[config.mk]
export PLATFORM = sky130hd
export DESIGN_NAME = cube_sphere_trace_raymarch_core
export DESIGN_NICKNAME = d
export VERILOG_FILES = /design/src/rmc_pkg.sv /design/src/rmc_mul.sv /design/src/rmc_ctrl.sv /design/src/cube_sphere_trace_raymarch_core.sv
export SDC_FILE = /design/constraint.sdc
export NUM_CORES = 2
export LEC_CHECK = 0
export CAP_MARGIN = 10
export CORE_MARGIN = 3
export CORE_UTILIZATION = 65
export DETAILED_ROUTE_END_ITERATION = 10
export DONT_BUFFER_PORTS = 1
export PLACE_DENSITY = 0.81
export RECOVER_POWER = 25
export SETUP_SLACK_MARGIN = 0.2
export SYNTH_ARGS = -nofsm -noshare
export SYNTH_HDL_FRONTEND = slang
export SYNTH_SLANG_ARGS = --single-unit
[constraint.sdc]
create_clock -name clk -period 11.25 [get_ports clk]
set_input_delay 2.25 -clock clk [delete_from_list [all_inputs] [get_ports clk]]
set_output_delay 2.25 -clock clk [all_outputs]
set_load 0.1 [all_outputs]
[src/rmc_pkg.sv]
// Shared types, constants and helpers for the cube ray-march core.
`default_nettype none

package rmc_pkg;

    localparam int POS_W   = 32;
    localparam int DIR_W   = 18;
    localparam int COEF_W  = 16;
    localparam int STEP_W  = 8;
    localparam int COEF_BITS = 16;
    localparam int PROD_W  = DIR_W + POS_W;
    localparam int SAT_W   = PROD_W + 1;
    localparam int IDX_W   = 2;

    localparam logic [STEP_W-1:0] MAX_STEPS_RST = 8'd100;
    localparam logic [IDX_W-1:0]  IDX_PIX = 2'd3;

    localparam logic signed [SAT_W-1:0] S32_MAX = SAT_W'(64'sd2147483647);
    localparam logic signed [SAT_W-1:0] S32_MIN = -SAT_W'(64'sd2147483648);

    typedef enum logic [2:0] {
        ST_IDLE,
        ST_BOUND,
        ST_EVAL,
        ST_MUL,
        ST_DRAIN,
        ST_DONE
    } rmc_state_t;

    typedef struct packed {
        logic             busy;
        logic             bound_en;
        logic             eval_en;
        logic             mul_en;
        logic [IDX_W-1:0] mul_idx;
        logic             step_inc;
        logic             res_load;
    } rmc_ctrl_t;

    typedef struct packed {
        logic in_take;
        logic limit_hit;
        logic eval_end;
        logic out_free;
    } rmc_stat_t;

    function automatic logic signed [POS_W-1:0] sat32(input logic signed [SAT_W-1:0] v);
        logic signed [POS_W-1:0] r;
        if (v > S32_MAX)
        begin
            r = S32_MAX[POS_W-1:0];
        end
        else if (v < S32_MIN)
        begin
            r = S32_MIN[POS_W-1:0];
        end
        else
        begin
            r = v[POS_W-1:0];
        end
        return r;
    endfunction

endpackage

`default_nettype wire

[src/rmc_mul.sv]
// Shared multiply unit: registered signed product with floor shift on the output.
`default_nettype none

module rmc_mul
    import rmc_pkg::*;
#(
    parameter int FRAC_BITS = 16
)
(
    input  wire logic                     clk,
    input  wire logic                     rst_n,
    input  wire logic                     en,
    input  wire logic                     sel_coef,
    input  wire logic [IDX_W-1:0]         tag_in,
    input  wire logic signed [DIR_W-1:0]  op_a,
    input  wire logic signed [POS_W-1:0]  op_b,
    output logic                          vld,
    output logic [IDX_W-1:0]              tag,
    output logic signed [PROD_W-1:0]      res
);

    logic signed [PROD_W-1:0] prod_reg;
    logic                     sel_reg;
    logic [IDX_W-1:0]         tag_reg;
    logic                     vld_reg;

    always_ff @(posedge clk or negedge rst_n)
    begin
        if (!rst_n)
        begin
            vld_reg <= 1'b0;
        end
        else
        begin
            vld_reg <= en;
        end
    end

    always_ff @(posedge clk)
    begin
        if (en)
        begin
            prod_reg <= PROD_W'(op_a) * PROD_W'(op_b);
            sel_reg  <= sel_coef;
            tag_reg  <= tag_in;
        end
    end

    assign res = sel_reg ? (prod_reg >>> COEF_BITS) : (prod_reg >>> FRAC_BITS);
    assign vld = vld_reg;
    assign tag = tag_reg;

endmodule

`default_nettype wire

[src/rmc_ctrl.sv]
// Sequencer for the ray-march iteration: bound, evaluate, four multiplies, drain.
`default_nettype none

module rmc_ctrl
    import rmc_pkg::*;
(
    input  wire logic      clk,
    input  wire logic      rst_n,
    input  wire rmc_stat_t stat,
    output rmc_ctrl_t      ctrl
);

    rmc_state_t       state_reg, state_next;
    logic [IDX_W-1:0] idx_reg, idx_next;

    always_ff @(posedge clk or negedge rst_n)
    begin
        if (!rst_n)
        begin
            state_reg <= ST_IDLE;
            idx_reg   <= '0;
        end
        else
        begin
            state_reg <= state_next;
            idx_reg   <= idx_next;
        end
    end

    always_comb
    begin
        state_next = state_reg;
        idx_next   = '0;
        unique case (state_reg)
            ST_IDLE:
            begin
                if (stat.in_take)
                begin
                    state_next = ST_BOUND;
                end
            end
            ST_BOUND:
            begin
                state_next = stat.limit_hit ? ST_DONE : ST_EVAL;
            end
            ST_EVAL:
            begin
                state_next = stat.eval_end ? ST_DONE : ST_MUL;
            end
            ST_MUL:
            begin
                if (idx_reg == IDX_PIX)
                begin
                    state_next = ST_DRAIN;
                end
                else
                begin
                    idx_next = idx_reg + 1'b1;
                end
            end
            ST_DRAIN:
            begin
                state_next = ST_BOUND;
            end
            ST_DONE:
            begin
                if (stat.out_free)
                begin
                    state_next = ST_IDLE;
                end
            end
            default:
            begin
                state_next = ST_IDLE;
            end
        endcase
    end

    always_comb
    begin
        ctrl          = '0;
        ctrl.busy     = (state_reg != ST_IDLE);
        ctrl.mul_idx  = idx_reg;
        unique case (state_reg)
            ST_IDLE:  ctrl.busy     = 1'b0;
            ST_BOUND: ctrl.bound_en = 1'b1;
            ST_EVAL:  ctrl.eval_en  = 1'b1;
            ST_MUL:   ctrl.mul_en   = 1'b1;
            ST_DRAIN: ctrl.step_inc = 1'b1;
            ST_DONE:  ctrl.res_load = stat.out_free;
            default:  ctrl.busy     = 1'b1;
        endcase
    end

`ifndef SYNTH
    a_mul_four: assert property (@(posedge clk) disable iff (!rst_n)
        (state_reg == ST_DRAIN) |-> ($past(state_reg) == ST_MUL && $past(idx_reg) == IDX_PIX))
        else $error("drain without full multiply pass");
    a_idx_zero: assert property (@(posedge clk) disable iff (!rst_n)
        (state_reg != ST_MUL) |-> (idx_reg == '0))
        else $error("multiply index not cleared");
    a_done_hold: assert property (@(posedge clk) disable iff (!rst_n)
        (state_reg == ST_DONE && !stat.out_free) |=> (state_reg == ST_DONE))
        else $error("result dropped while output full");
`endif

endmodule

`default_nettype wire

[src/cube_sphere_trace_raymarch_core.sv]
// Top level: ray register file, bound and distance evaluation, result register.
`default_nettype none

// Sphere-traces one ray against the unit cube in signed fixed point and returns one
// result word per ray. Each march iteration runs a bound check, a distance estimate,
// four passes through the one shared multiplier and a final add. A ray ends by the
// bound or hit test, or by running into the step limit, the longest case. The core
// returns to idle before the next ray is taken, and the done state lasts longer while
// a waiting result blocks it.
// in_stall is high from acceptance until the result is placed in the output register;
// the output register lets the next ray enter while a result waits. max_steps may be
// written only while idle.

module cube_sphere_trace_raymarch_core
    import rmc_pkg::*;
#(
    parameter int FRAC_BITS = 16
)
(
    input  wire logic                      clk,
    input  wire logic                      rst_n,
    input  wire logic                      cfg_wr_en,
    input  wire logic [STEP_W-1:0]         cfg_wr_data,
    input  wire logic                      in_valid,
    output logic                           in_stall,
    input  wire logic signed [POS_W-1:0]   origin_x,
    input  wire logic signed [POS_W-1:0]   origin_y,
    input  wire logic signed [POS_W-1:0]   origin_z,
    input  wire logic signed [DIR_W-1:0]   dir_x,
    input  wire logic signed [DIR_W-1:0]   dir_y,
    input  wire logic signed [DIR_W-1:0]   dir_z,
    input  wire logic [COEF_W-1:0]         spread_coef,
    output logic                           out_valid,
    input  wire logic                      out_stall,
    output logic                           hit,
    output logic [STEP_W-1:0]              steps_taken,
    output logic signed [POS_W-1:0]        travel_dist,
    output logic                           limit_reached
);

    localparam int DE_W = POS_W + 3;
    localparam logic [POS_W-1:0] ONE = POS_W'(64'd1 << FRAC_BITS);

    rmc_ctrl_t ctrl;
    rmc_stat_t stat;

    logic [STEP_W-1:0]        max_steps_reg;
    logic signed [POS_W-1:0]  px_reg [3];
    logic signed [DIR_W-1:0]  dx_reg [3];
    logic [COEF_W-1:0]        coef_reg;
    logic signed [POS_W-1:0]  pix_reg;
    logic signed [POS_W-1:0]  dist_reg;
    logic signed [POS_W-1:0]  de_reg;
    logic [STEP_W-1:0]        step_reg;
    logic [POS_W-1:0]         mx_reg;
    logic                     outside_reg;
    logic                     fin_hit_reg;
    logic                     fin_lim_reg;

    logic                     out_valid_reg;
    logic                     hit_reg;
    logic [STEP_W-1:0]        steps_reg;
    logic signed [POS_W-1:0]  travel_reg;
    logic                     lim_reg;

    logic                     in_take;
    logic [POS_W-1:0]         abs_p [3];
    logic [POS_W-1:0]         mx;
    logic                     same;
    logic signed [DE_W-1:0]   de_wide;
    logic signed [POS_W-1:0]  de;
    logic signed [POS_W:0]    de_ext;
    logic [POS_W:0]           abs_de;
    logic                     hit_cond;

    logic signed [DIR_W-1:0]  mul_a;
    logic                     mul_sel;
    logic                     mv;
    logic [IDX_W-1:0]         mtag;
    logic signed [PROD_W-1:0] mres;
    logic signed [POS_W-1:0]  add_tgt;
    logic signed [POS_W-1:0]  add_sum;

    assign in_take  = in_valid && !in_stall;
    assign in_stall = ctrl.busy;

    // bound check
    always_comb
    begin
        logic signed [POS_W:0] pe;
        same = 1'b1;
        for (int k = 0; k < 3; k++)
        begin
            pe       = {px_reg[k][POS_W-1], px_reg[k]};
            abs_p[k] = pe[POS_W] ? POS_W'(-pe) : POS_W'(pe);
            if (px_reg[k][POS_W-1] != dx_reg[k][DIR_W-1])
            begin
                same = 1'b0;
            end
        end
        mx = (abs_p[0] > abs_p[1]) ? abs_p[0] : abs_p[1];
        mx = (abs_p[2] > mx) ? abs_p[2] : mx;
    end

    // distance estimate and hit test
    always_comb
    begin
        de_wide  = $signed({3'b000, mx_reg}) - $signed({3'b000, ONE})
                   - DE_W'(pix_reg);
        de       = sat32(SAT_W'(de_wide));
        de_ext   = {de[POS_W-1], de};
        abs_de   = de_ext[POS_W] ? (POS_W+1)'(-de_ext) : (POS_W+1)'(de_ext);
        hit_cond = ($signed({1'b0, abs_de, 1'b0}) <= (POS_W+3)'(pix_reg))
                   || ((de[POS_W-1] || de == '0) && step_reg == '0);
    end

    assign stat.in_take   = in_take;
    assign stat.limit_hit = (step_reg == max_steps_reg);
    assign stat.eval_end  = outside_reg || hit_cond;
    assign stat.out_free  = !out_valid_reg || !out_stall;

    rmc_ctrl u_ctrl (
        .clk   (clk),
        .rst_n (rst_n),
        .stat  (stat),
        .ctrl  (ctrl)
    );

    always_comb
    begin
        mul_sel = 1'b0;
        unique case (ctrl.mul_idx)
            2'd0:    mul_a = dx_reg[0];
            2'd1:    mul_a = dx_reg[1];
            2'd2:    mul_a = dx_reg[2];
            default:
            begin
                mul_a   = DIR_W'({1'b0, coef_reg});
                mul_sel = 1'b1;
            end
        endcase
    end

    rmc_mul #(
        .FRAC_BITS (FRAC_BITS)
    ) u_mul (
        .clk      (clk),
        .rst_n    (rst_n),
        .en       (ctrl.mul_en),
        .sel_coef (mul_sel),
        .tag_in   (ctrl.mul_idx),
        .op_a     (mul_a),
        .op_b     (de_reg),
        .vld      (mv),
        .tag      (mtag),
        .res      (mres)
    );

    always_comb
    begin
        unique case (mtag)
            2'd0:    add_tgt = px_reg[0];
            2'd1:    add_tgt = px_reg[1];
            2'd2:    add_tgt = px_reg[2];
            default: add_tgt = pix_reg;
        endcase
        add_sum = sat32(SAT_W'(add_tgt) + SAT_W'(mres));
    end

    always_ff @(posedge clk or negedge rst_n)
    begin
        if (!rst_n)
        begin
            max_steps_reg <= MAX_STEPS_RST;
            out_valid_reg <= 1'b0;
        end
        else
        begin
            if (cfg_wr_en)
            begin
                max_steps_reg <= cfg_wr_data;
            end
            if (ctrl.res_load)
            begin
                out_valid_reg <= 1'b1;
            end
            else if (!out_stall)
            begin
                out_valid_reg <= 1'b0;
            end
        end
    end

    always_ff @(posedge clk)
    begin
        if (in_take)
        begin
            px_reg[0] <= origin_x;
            px_reg[1] <= origin_y;
            px_reg[2] <= origin_z;
            dx_reg[0] <= dir_x;
            dx_reg[1] <= dir_y;
            dx_reg[2] <= dir_z;
            coef_reg  <= spread_coef;
            pix_reg   <= '0;
            dist_reg  <= '0;
            step_reg  <= '0;
        end
        else
        begin
            if (mv)
            begin
                for (int k = 0; k < 3; k++)
                begin
                    if (mtag == IDX_W'(k))
                    begin
                        px_reg[k] <= add_sum;
                    end
                end
                if (mtag == IDX_PIX)
                begin
                    pix_reg <= add_sum;
                end
            end
            if (ctrl.step_inc)
            begin
                step_reg <= step_reg + 1'b1;
            end
            if (ctrl.eval_en && !stat.eval_end)
            begin
                dist_reg <= sat32(SAT_W'(dist_reg) + SAT_W'(de));
                de_reg   <= de;
            end
        end

        if (ctrl.bound_en)
        begin
            mx_reg      <= mx;
            outside_reg <= (mx > ONE) && same;
            fin_hit_reg <= 1'b1;
            fin_lim_reg <= 1'b1;
        end
        if (ctrl.eval_en)
        begin
            fin_hit_reg <= !outside_reg;
            fin_lim_reg <= 1'b0;
        end

        if (ctrl.res_load)
        begin
            hit_reg    <= fin_hit_reg;
            steps_reg  <= step_reg;
            travel_reg <= dist_reg;
            lim_reg    <= fin_lim_reg;
        end
    end

    assign out_valid     = out_valid_reg;
    assign hit           = hit_reg;
    assign steps_taken   = steps_reg;
    assign travel_dist   = travel_reg;
    assign limit_reached = lim_reg;

`ifndef SYNTH
    a_start: assert property (@(posedge clk) disable iff (!rst_n)
        in_take |=> (ctrl.bound_en && step_reg == '0))
        else $error("ray did not start at iteration zero");
    a_step_range: assert property (@(posedge clk) disable iff (!rst_n)
        ctrl.busy |-> (step_reg <= max_steps_reg))
        else $error("iteration count beyond limit");
    a_limit_is_hit: assert property (@(posedge clk) disable iff (!rst_n)
        (out_valid && limit_reached) |-> (hit && steps_taken == max_steps_reg))
        else $error("limit result inconsistent");
    a_load_valid: assert property (@(posedge clk) disable iff (!rst_n)
        ctrl.res_load |=> out_valid)
        else $error("result load lost");
`endif

endmodule

`default_nettype wire

Word-level counts from Yosys, hierarchy flattened

Memory sizes are Yosys's and may differ from the RTL's.
Index checks and enable logic that the tools add are counted.

Register bits: 264
RAM bits: 150
Input port bits: 179
Output and inout port bits: 44
Word-level logic and storage cells: 142
Memories kept: 2

Add/subtract/negate cells: 10
Multiply operators: 1
Magnitude comparators: 10
Eq/ne operators: 19
Multiplexer cells: 52
Bitwise logic cells: 4
Reductions and logical operators: 24

Memories:

| memory | words | bits a word | read ports | clocked after Yosys merged registers in | write ports | RTL line                              | text |
|---|---|---|---|---|---|---|---|
| px_reg | 3     | 32          | 3          | 0                                       | 3           | cube_sphere_trace_raymarch_core.sv:48 | `logic signed [POS_W-1:0] px_reg [3];` |
| dx_reg | 3     | 18          | 3          | 0                                       | 3           | cube_sphere_trace_raymarch_core.sv:49 | `logic signed [DIR_W-1:0] dx_reg [3];` |

Operator list:

| cell                     | number |
|---|---|
| $mux W32                 | 14 |
| $neg A32 Y32             | 3 |
| $pmux W32 S3             | 1 |
| $gt A32 B32 Y1           | 2 |
| $pmux W18 S3             | 1 |
| $mul A18 B32 Y50         | 1 |
| $add A32 B34 Y35         | 1 |
| $gt A35 B32 Y1 const B   | 1 |
| $le A35 B32 Y1           | 1 |
| $lt A35 B32 Y1 const B   | 1 |
| $gt A34 B32 Y1 const B   | 1 |
| $lt A34 B32 Y1 const B   | 1 |
| $sub A33 B32 Y34         | 1 |
| $add A32 B32 Y33         | 1 |
| $gt A33 B32 Y1 const B   | 1 |
| $lt A33 B32 Y1 const B   | 1 |
| $mux W33                 | 1 |
| $neg A32 Y33             | 1 |
| $sub A32 B17 Y33 const B | 1 |
| $gt A32 B17 Y1 const B   | 1 |
| $logic_not A32 Y1        | 1 |
| $mux W1                  | 26 |
| $pmux W3 S6              | 1 |
| $mux W3                  | 5 |
| other kinds (26)         | 51 |

Depth between registers and ports, before layout

Depth in word-level cells: 13
Depth in mapped cells: 43
Gate-level depth less buffers: 41

Hierarchy

Synthesis repeated with hierarchy kept, for this count alone.

Cells, all modules: 5286
Area, all modules: 49157.1 um^2

By module, submodules not included:

| module                          | instances | cells an instance | area each (um^2) | sequential area each (um^2) |
|---|---|---|---|---|
| cube_sphere_trace_raymarch_core | 1         | 3023              | 28282.1          | 9918.3 |
| rmc_mul                         | 1         | 2226              | 20539.7          | 1106.1 |
| rmc_ctrl                        | 1         | 37                | 335.3            | 125.1 |

Worst setup path before layout

OpenSTA, ideal clock, no wires.

Path type: reg2reg
From: register mx_reg[16]
To: register dist_reg[30]
Library setup time: 0.265 ns
Arrival time: 8.661 ns
Required time: 10.985 ns
Path slack: 2.324 ns
Cell stages (with the launch flop): 41
Buffers on the path: 3
Cells stage by stage: edfxtp_1 inv_1 ha_1 nand2_1 or3_1 nor3_1 nand2b_1 or4_1 xnor2_1 ha_1 o21a_1 o211a_1 a2111oi_0 nand2b_1 o31ai_1 a211oi_1 clkbuf_1 o21ai_1 [... 5 more ...] or4_1 or4_4 a21bo_2 and2_1 a21oi_1 xnor2_1 ha_1 nand4_1 nor4_1 o211ai_1 o211ai_1 o21ai_0 mux2i_1 nor4_2 nand2_2 inv_2 buf_6 a211oi_2

Cells in the longest elaborated chain, start to end: 12

Ends and longest elaborated chain:

| element                 | RTL line                               | text |
|---|---|---|
| start, declared         | cube_sphere_trace_raymarch_core.sv:55  | `logic [POS_W-1:0] mx_reg;` |
| start signal, assigned  | cube_sphere_trace_raymarch_core.sv:238 | `mx_reg <= mx;` |
| $sub A32 B17 Y33 (*)    | cube_sphere_trace_raymarch_core.sv:108 | `de_wide = $signed({3'b000, mx_reg}) - $signed({3'b000, ONE})` |
| $sub A33 B32 Y34 (*)    | cube_sphere_trace_raymarch_core.sv:109 | `- DE_W'(pix_reg);` |
| $lt A34 B32 Y1          | rmc_pkg.sv:53                          | `else if (v < S32_MIN)` |
| $mux W32                | rmc_pkg.sv:53                          |  |
| $mux W32 (*)            | rmc_pkg.sv:49                          | `if (v > S32_MAX)` |
| $neg A32 Y33            | cube_sphere_trace_raymarch_core.sv:112 | `abs_de = de_ext[POS_W] ? (POS_W+1)'(-de_ext) : (POS_W+1)'(de_ext);` |
| $mux W33 (*)            | cube_sphere_trace_raymarch_core.sv:112 |  |
| net abs_de[0]           | cube_sphere_trace_raymarch_core.sv:73  | `logic [POS_W:0] abs_de;` |
| $le A35 B32 Y1 (*)      | cube_sphere_trace_raymarch_core.sv:113 | `hit_cond = ($signed({1'b0, abs_de, 1'b0}) <= (POS_W+3)'(pix_reg))` |
| $logic_or A1 B1 Y1 (*)  | cube_sphere_trace_raymarch_core.sv:114 | `\|\| ((de[POS_W-1] \|\| de == '0) && step_reg == '0);` |
| $logic_or A1 B1 Y1 (*)  | cube_sphere_trace_raymarch_core.sv:119 | `assign stat.eval_end = outside_reg \|\| hit_cond;` |
| $logic_not A1 Y1 (*)    | cube_sphere_trace_raymarch_core.sv:229 | `if (ctrl.eval_en && !stat.eval_end)` |
| $logic_and A1 B1 Y1 (*) | cube_sphere_trace_raymarch_core.sv:229 |  |
| end signal, assigned    | cube_sphere_trace_raymarch_core.sv:231 | `dist_reg <= sat32(SAT_W'(dist_reg) + SAT_W'(de));` |
| end, declared           | cube_sphere_trace_raymarch_core.sv:52  | `logic signed [POS_W-1:0] dist_reg;` |

The timed path passes the listed nets; every way through them passes the cells marked *.
A chain may end at the register's enable or synchronous reset.

Worst setup path in the final report

From: register mx_reg[16]
To: register de_reg[0] (enable)

Cells in the longest elaborated chain, start to end: 13

Ends and longest elaborated chain:

| element                                                      | RTL line                                                                       | text |
|---|---|---|
| $sub A32 B17 Y33 (*)                                         | cube_sphere_trace_raymarch_core.sv:108                                         |  |
| $sub A33 B32 Y34 (*)                                         | cube_sphere_trace_raymarch_core.sv:109                                         |  |
| $lt A34 B32 Y1                                               | rmc_pkg.sv:53                                                                  |  |
| $mux W32                                                     | rmc_pkg.sv:53                                                                  |  |
| $mux W32 (*)                                                 | rmc_pkg.sv:49                                                                  |  |
| net de[1]                                                    | cube_sphere_trace_raymarch_core.sv:71                                          | `logic signed [POS_W-1:0] de;` |
| $neg A32 Y33 / $logic_not A32 Y1 (equally long branches)     | cube_sphere_trace_raymarch_core.sv:112, cube_sphere_trace_raymarch_core.sv:114 |  |
| $mux W33 / $logic_or A1 B1 Y1 (equally long branches)        | cube_sphere_trace_raymarch_core.sv:112, cube_sphere_trace_raymarch_core.sv:114 |  |
| $le A35 B32 Y1 / $logic_and A1 B1 Y1 (equally long branches) | cube_sphere_trace_raymarch_core.sv:113, cube_sphere_trace_raymarch_core.sv:114 |  |
| $logic_or A1 B1 Y1 (*)                                       | cube_sphere_trace_raymarch_core.sv:114                                         |  |
| $logic_or A1 B1 Y1 (*)                                       | cube_sphere_trace_raymarch_core.sv:119                                         |  |
| $logic_not A1 Y1 (*)                                         | cube_sphere_trace_raymarch_core.sv:229                                         |  |
| $logic_and A1 B1 Y1 (*)                                      | cube_sphere_trace_raymarch_core.sv:229                                         |  |
| $reduce_and A2 Y1 (no source line) (*)                       | -                                                                              |  |
| end signal, assigned                                         | cube_sphere_trace_raymarch_core.sv:232                                         | `de_reg <= de;` |
| end, declared                                                | cube_sphere_trace_raymarch_core.sv:53                                          | `logic signed [POS_W-1:0] de_reg;` |

Marks and branches as above.

==> results.md <==
* TritonCTS clock tree: done
* IO buf count at 0
* Final hold violations at 0
* Crit path launch: mx_reg[16]
* Netlist Area Pre-Place at 46,540 um2
* Num CTS Buffers at 43
* HP Class: register to register
* Top cells by area, synth: fa_1, edfxtp_1, ha_1, inv_1, nand2_1
* Die width at 273.6 um
* Multiplexer area fraction after synthesis at 0.02371
* Ports at 223
* Syn avg cell area at 9.438 um2
* Setup-failing EPs final at 0
* Clk_lat worst skew at 600 ps
* Placed cell count at 5,680
* Mapped Nets at 5,989
* Layout cell share with drive strength beyond 1 at 0.05538
* Maxcap violations at 2
* DRC viols at 0
* FMAX at 99.15 MHz
* Synth cell types at 93
* Failing checks: max-capacitance violations, max-slew violations
* Critical path launch point type: register
* RR Startpoint: mx_reg[16]
* Main synth FF type: edfxtp_1
* CTS clk-pin slew, worst paths at 60 ps
* Core Util, Final at 0.6914
* Synth Area in Adders at 0.3327
* Drt via density at 6.332
* Post-Route WL at 132.2 mm
* Slew HR at -0.5778
* Initial DRC count at 3,607
* Total grt overflow at 0
* Setup TNS at 0 ps
* Kind of critical path: register to register
* DR pass1 iterations at 6
* Number of post-CTS setup repair buffers at 0
* Synth top area share at 0.2392
* Htree depth at 2
* CP Capture Type: register
* Tmin final at 10,090 ps
* Hold path start: fin_hit_reg
* Least-Margin Pin Slew at 2367 ps
* Die area at 74,840 um2
* Number of synthesized register bits at 398
* Number of clock sinks at 398
* Seq/Total Area, Yosys at 0.2396
* CP most frequent cell: ha_1
* First-pass GRT wire length at 209.1 mm
* GRT Overall Usage at 0.3610
* Synth Instances at 4,931
* Status: finished with violations
* CP bufs+invs at 6
* Detail Placement HPWL at 105.7 mm
* Via count at 36,495
* Period utilization at 0.8965
* Arrival time at the worst endpoint at 10,370 ps
* Main combinational cell family by area after synthesis: adder cells
* Asr flop ratio synth at 0.03769
* Layout area overhead at 4.756%
* Detail Route Antenna Nets at 0
* Final slew viol count at 71
* Starting Density at 0.6600
* Core area at 70,510 um2
* Rows at 97
* Clock Skews at 17.11 ps
* Final Net Count at 5,844
* CP required at 11,540 ps
* Vias in the first global route at 37,432
* Most common cell in the synthesized netlist: inv_1
* Longest Clk Path Bufs at 3
* Max reg flops at 96
* Clk root buf: clkbuf_16
* RSZ-0062 raised after global routing: no
* XOR/XNOR Fraction of Synth Area at 0.04931
* Ys Warns at 0
* EDFF count, synth at 310
* Dominant cell type by area after synthesis: fa_1
* Finished Layout Cells at 5,764
* Commonest cells in the netlist: inv_1, nand2_1, fa_1, ha_1, edfxtp_1
* DR WL/cell at 22.94 um
* CP max stage delay at 560 ps
* Crit-path leading delay family: compound AO/OA/AOI/OAI gates
* Die Height at 273.6 um
* CP Max Fanout at 41
* Post-Synth Simple-Gate Area at 0.1407
* Largest net degree at the start of global routing at 83
* Fillers at 5,422
* Routability Congestion at 1.027
* Compound-cell area share of the yosys netlist at 0.1355
* CP max-delay cell: a2111oi_0
* Initial antenna violation count at 2
layer usage:
metal | vias up | wire (um) | global-route usage
met5 | - | 0 | 0
met4 | 0 | 7791 | 0.1806
met3 | 404 | 12630 | 0.07021
met2 | 1861 | 62750 | 0.5914
met1 | 17939 | 49050 | 0.4595
li1 | 16291 | - | -
metrics by stage:
| stage | hold slack [ps] | setup WS [ps] | instance area, um2 |
|---|---|---|---|
| 2_1_floorplan | 400.3 | 2324 | 46540 |
| 3_3_place_gp | 425.9 | 1062 | 47350 |
| 3_5_place_dp | 430.7 | 864.3 | 47350 |
| 4_1_cts | 458.8 | 850.3 | 48730 |
| 5_1_grt | 464.4 | 287.8 | 48750 |
| 6_report | 452.1 | 1165 | 48750 |
path summary, 6_finish.rpt:
path,end,slack [ps],depth (start not counted)
setup / recovery,de_reg[0],1160,39
hold / removal,hit,450,0
setup reg to reg,de_reg[0],1160,39
hold reg to reg,hit,450,0
max in group asynchronous,max_steps_reg[2],9730,0
min in group asynchronous,u_ctrl.state_reg[1],1340,0
cell usage in the layout (no fill, tap or decap), types with 54 or more instances in the layout:
cell type	netlist	layout
nand3_1	75	75
xnor2_1	124	123
a21oi_1	251	234
fa_1	556	556
o21a_1	119	119
nand2_1	619	619
nor3_1	54	54
a21o_1	77	77
ha_1	323	322
o21ai_0	213	210
inv_1	715	714
dfxtp_1	73	73
nor2_1	198	196
xor2_1	138	138
or3_1	61	61
and2_1	164	164
edfxtp_1	310	310
logic make-up (layout without fill, tap and decap cells):
| group | count (synthesis) | in the layout |
|---|---|---|
| AND/OR/NAND/NOR | 1380 | 1380 |
| buffers and inverters | 961 | 851 |
| AO/OA/AOI/OAI | 950 | 950 |
| adder cells (fa/ha/maj) | 910 | 910 |
| flip-flops | 398 | 398 |
| XOR/XNOR | 262 | 262 |
| multiplexers | 68 | 68 |
| other | 2 | 5 |
timing repair:
| item | CTS | global route |
|---|---|---|
| setup endpoints to repair | 0 | 42 |
| hold buffers | 0 | 0 |
| gates resized for setup | 0 | 5 |
cell type report:
cell class	count	area, um2	area share
diodes	3	7.507	0.0001540
flip-flops and latches	398	11150	0.2287
clock buffers	60	1181	0.02423
repair buffers	55	415.4	0.008521
well taps	940	1176	0.02413
multi-input cells	3572	31930	0.6550
inverters	716	2693	0.05523
clock inverters	20	198.9	0.004081
Power is not shown: default switching activity piles up to over one toggle a cycle in this logic, so the estimate is an artifact.
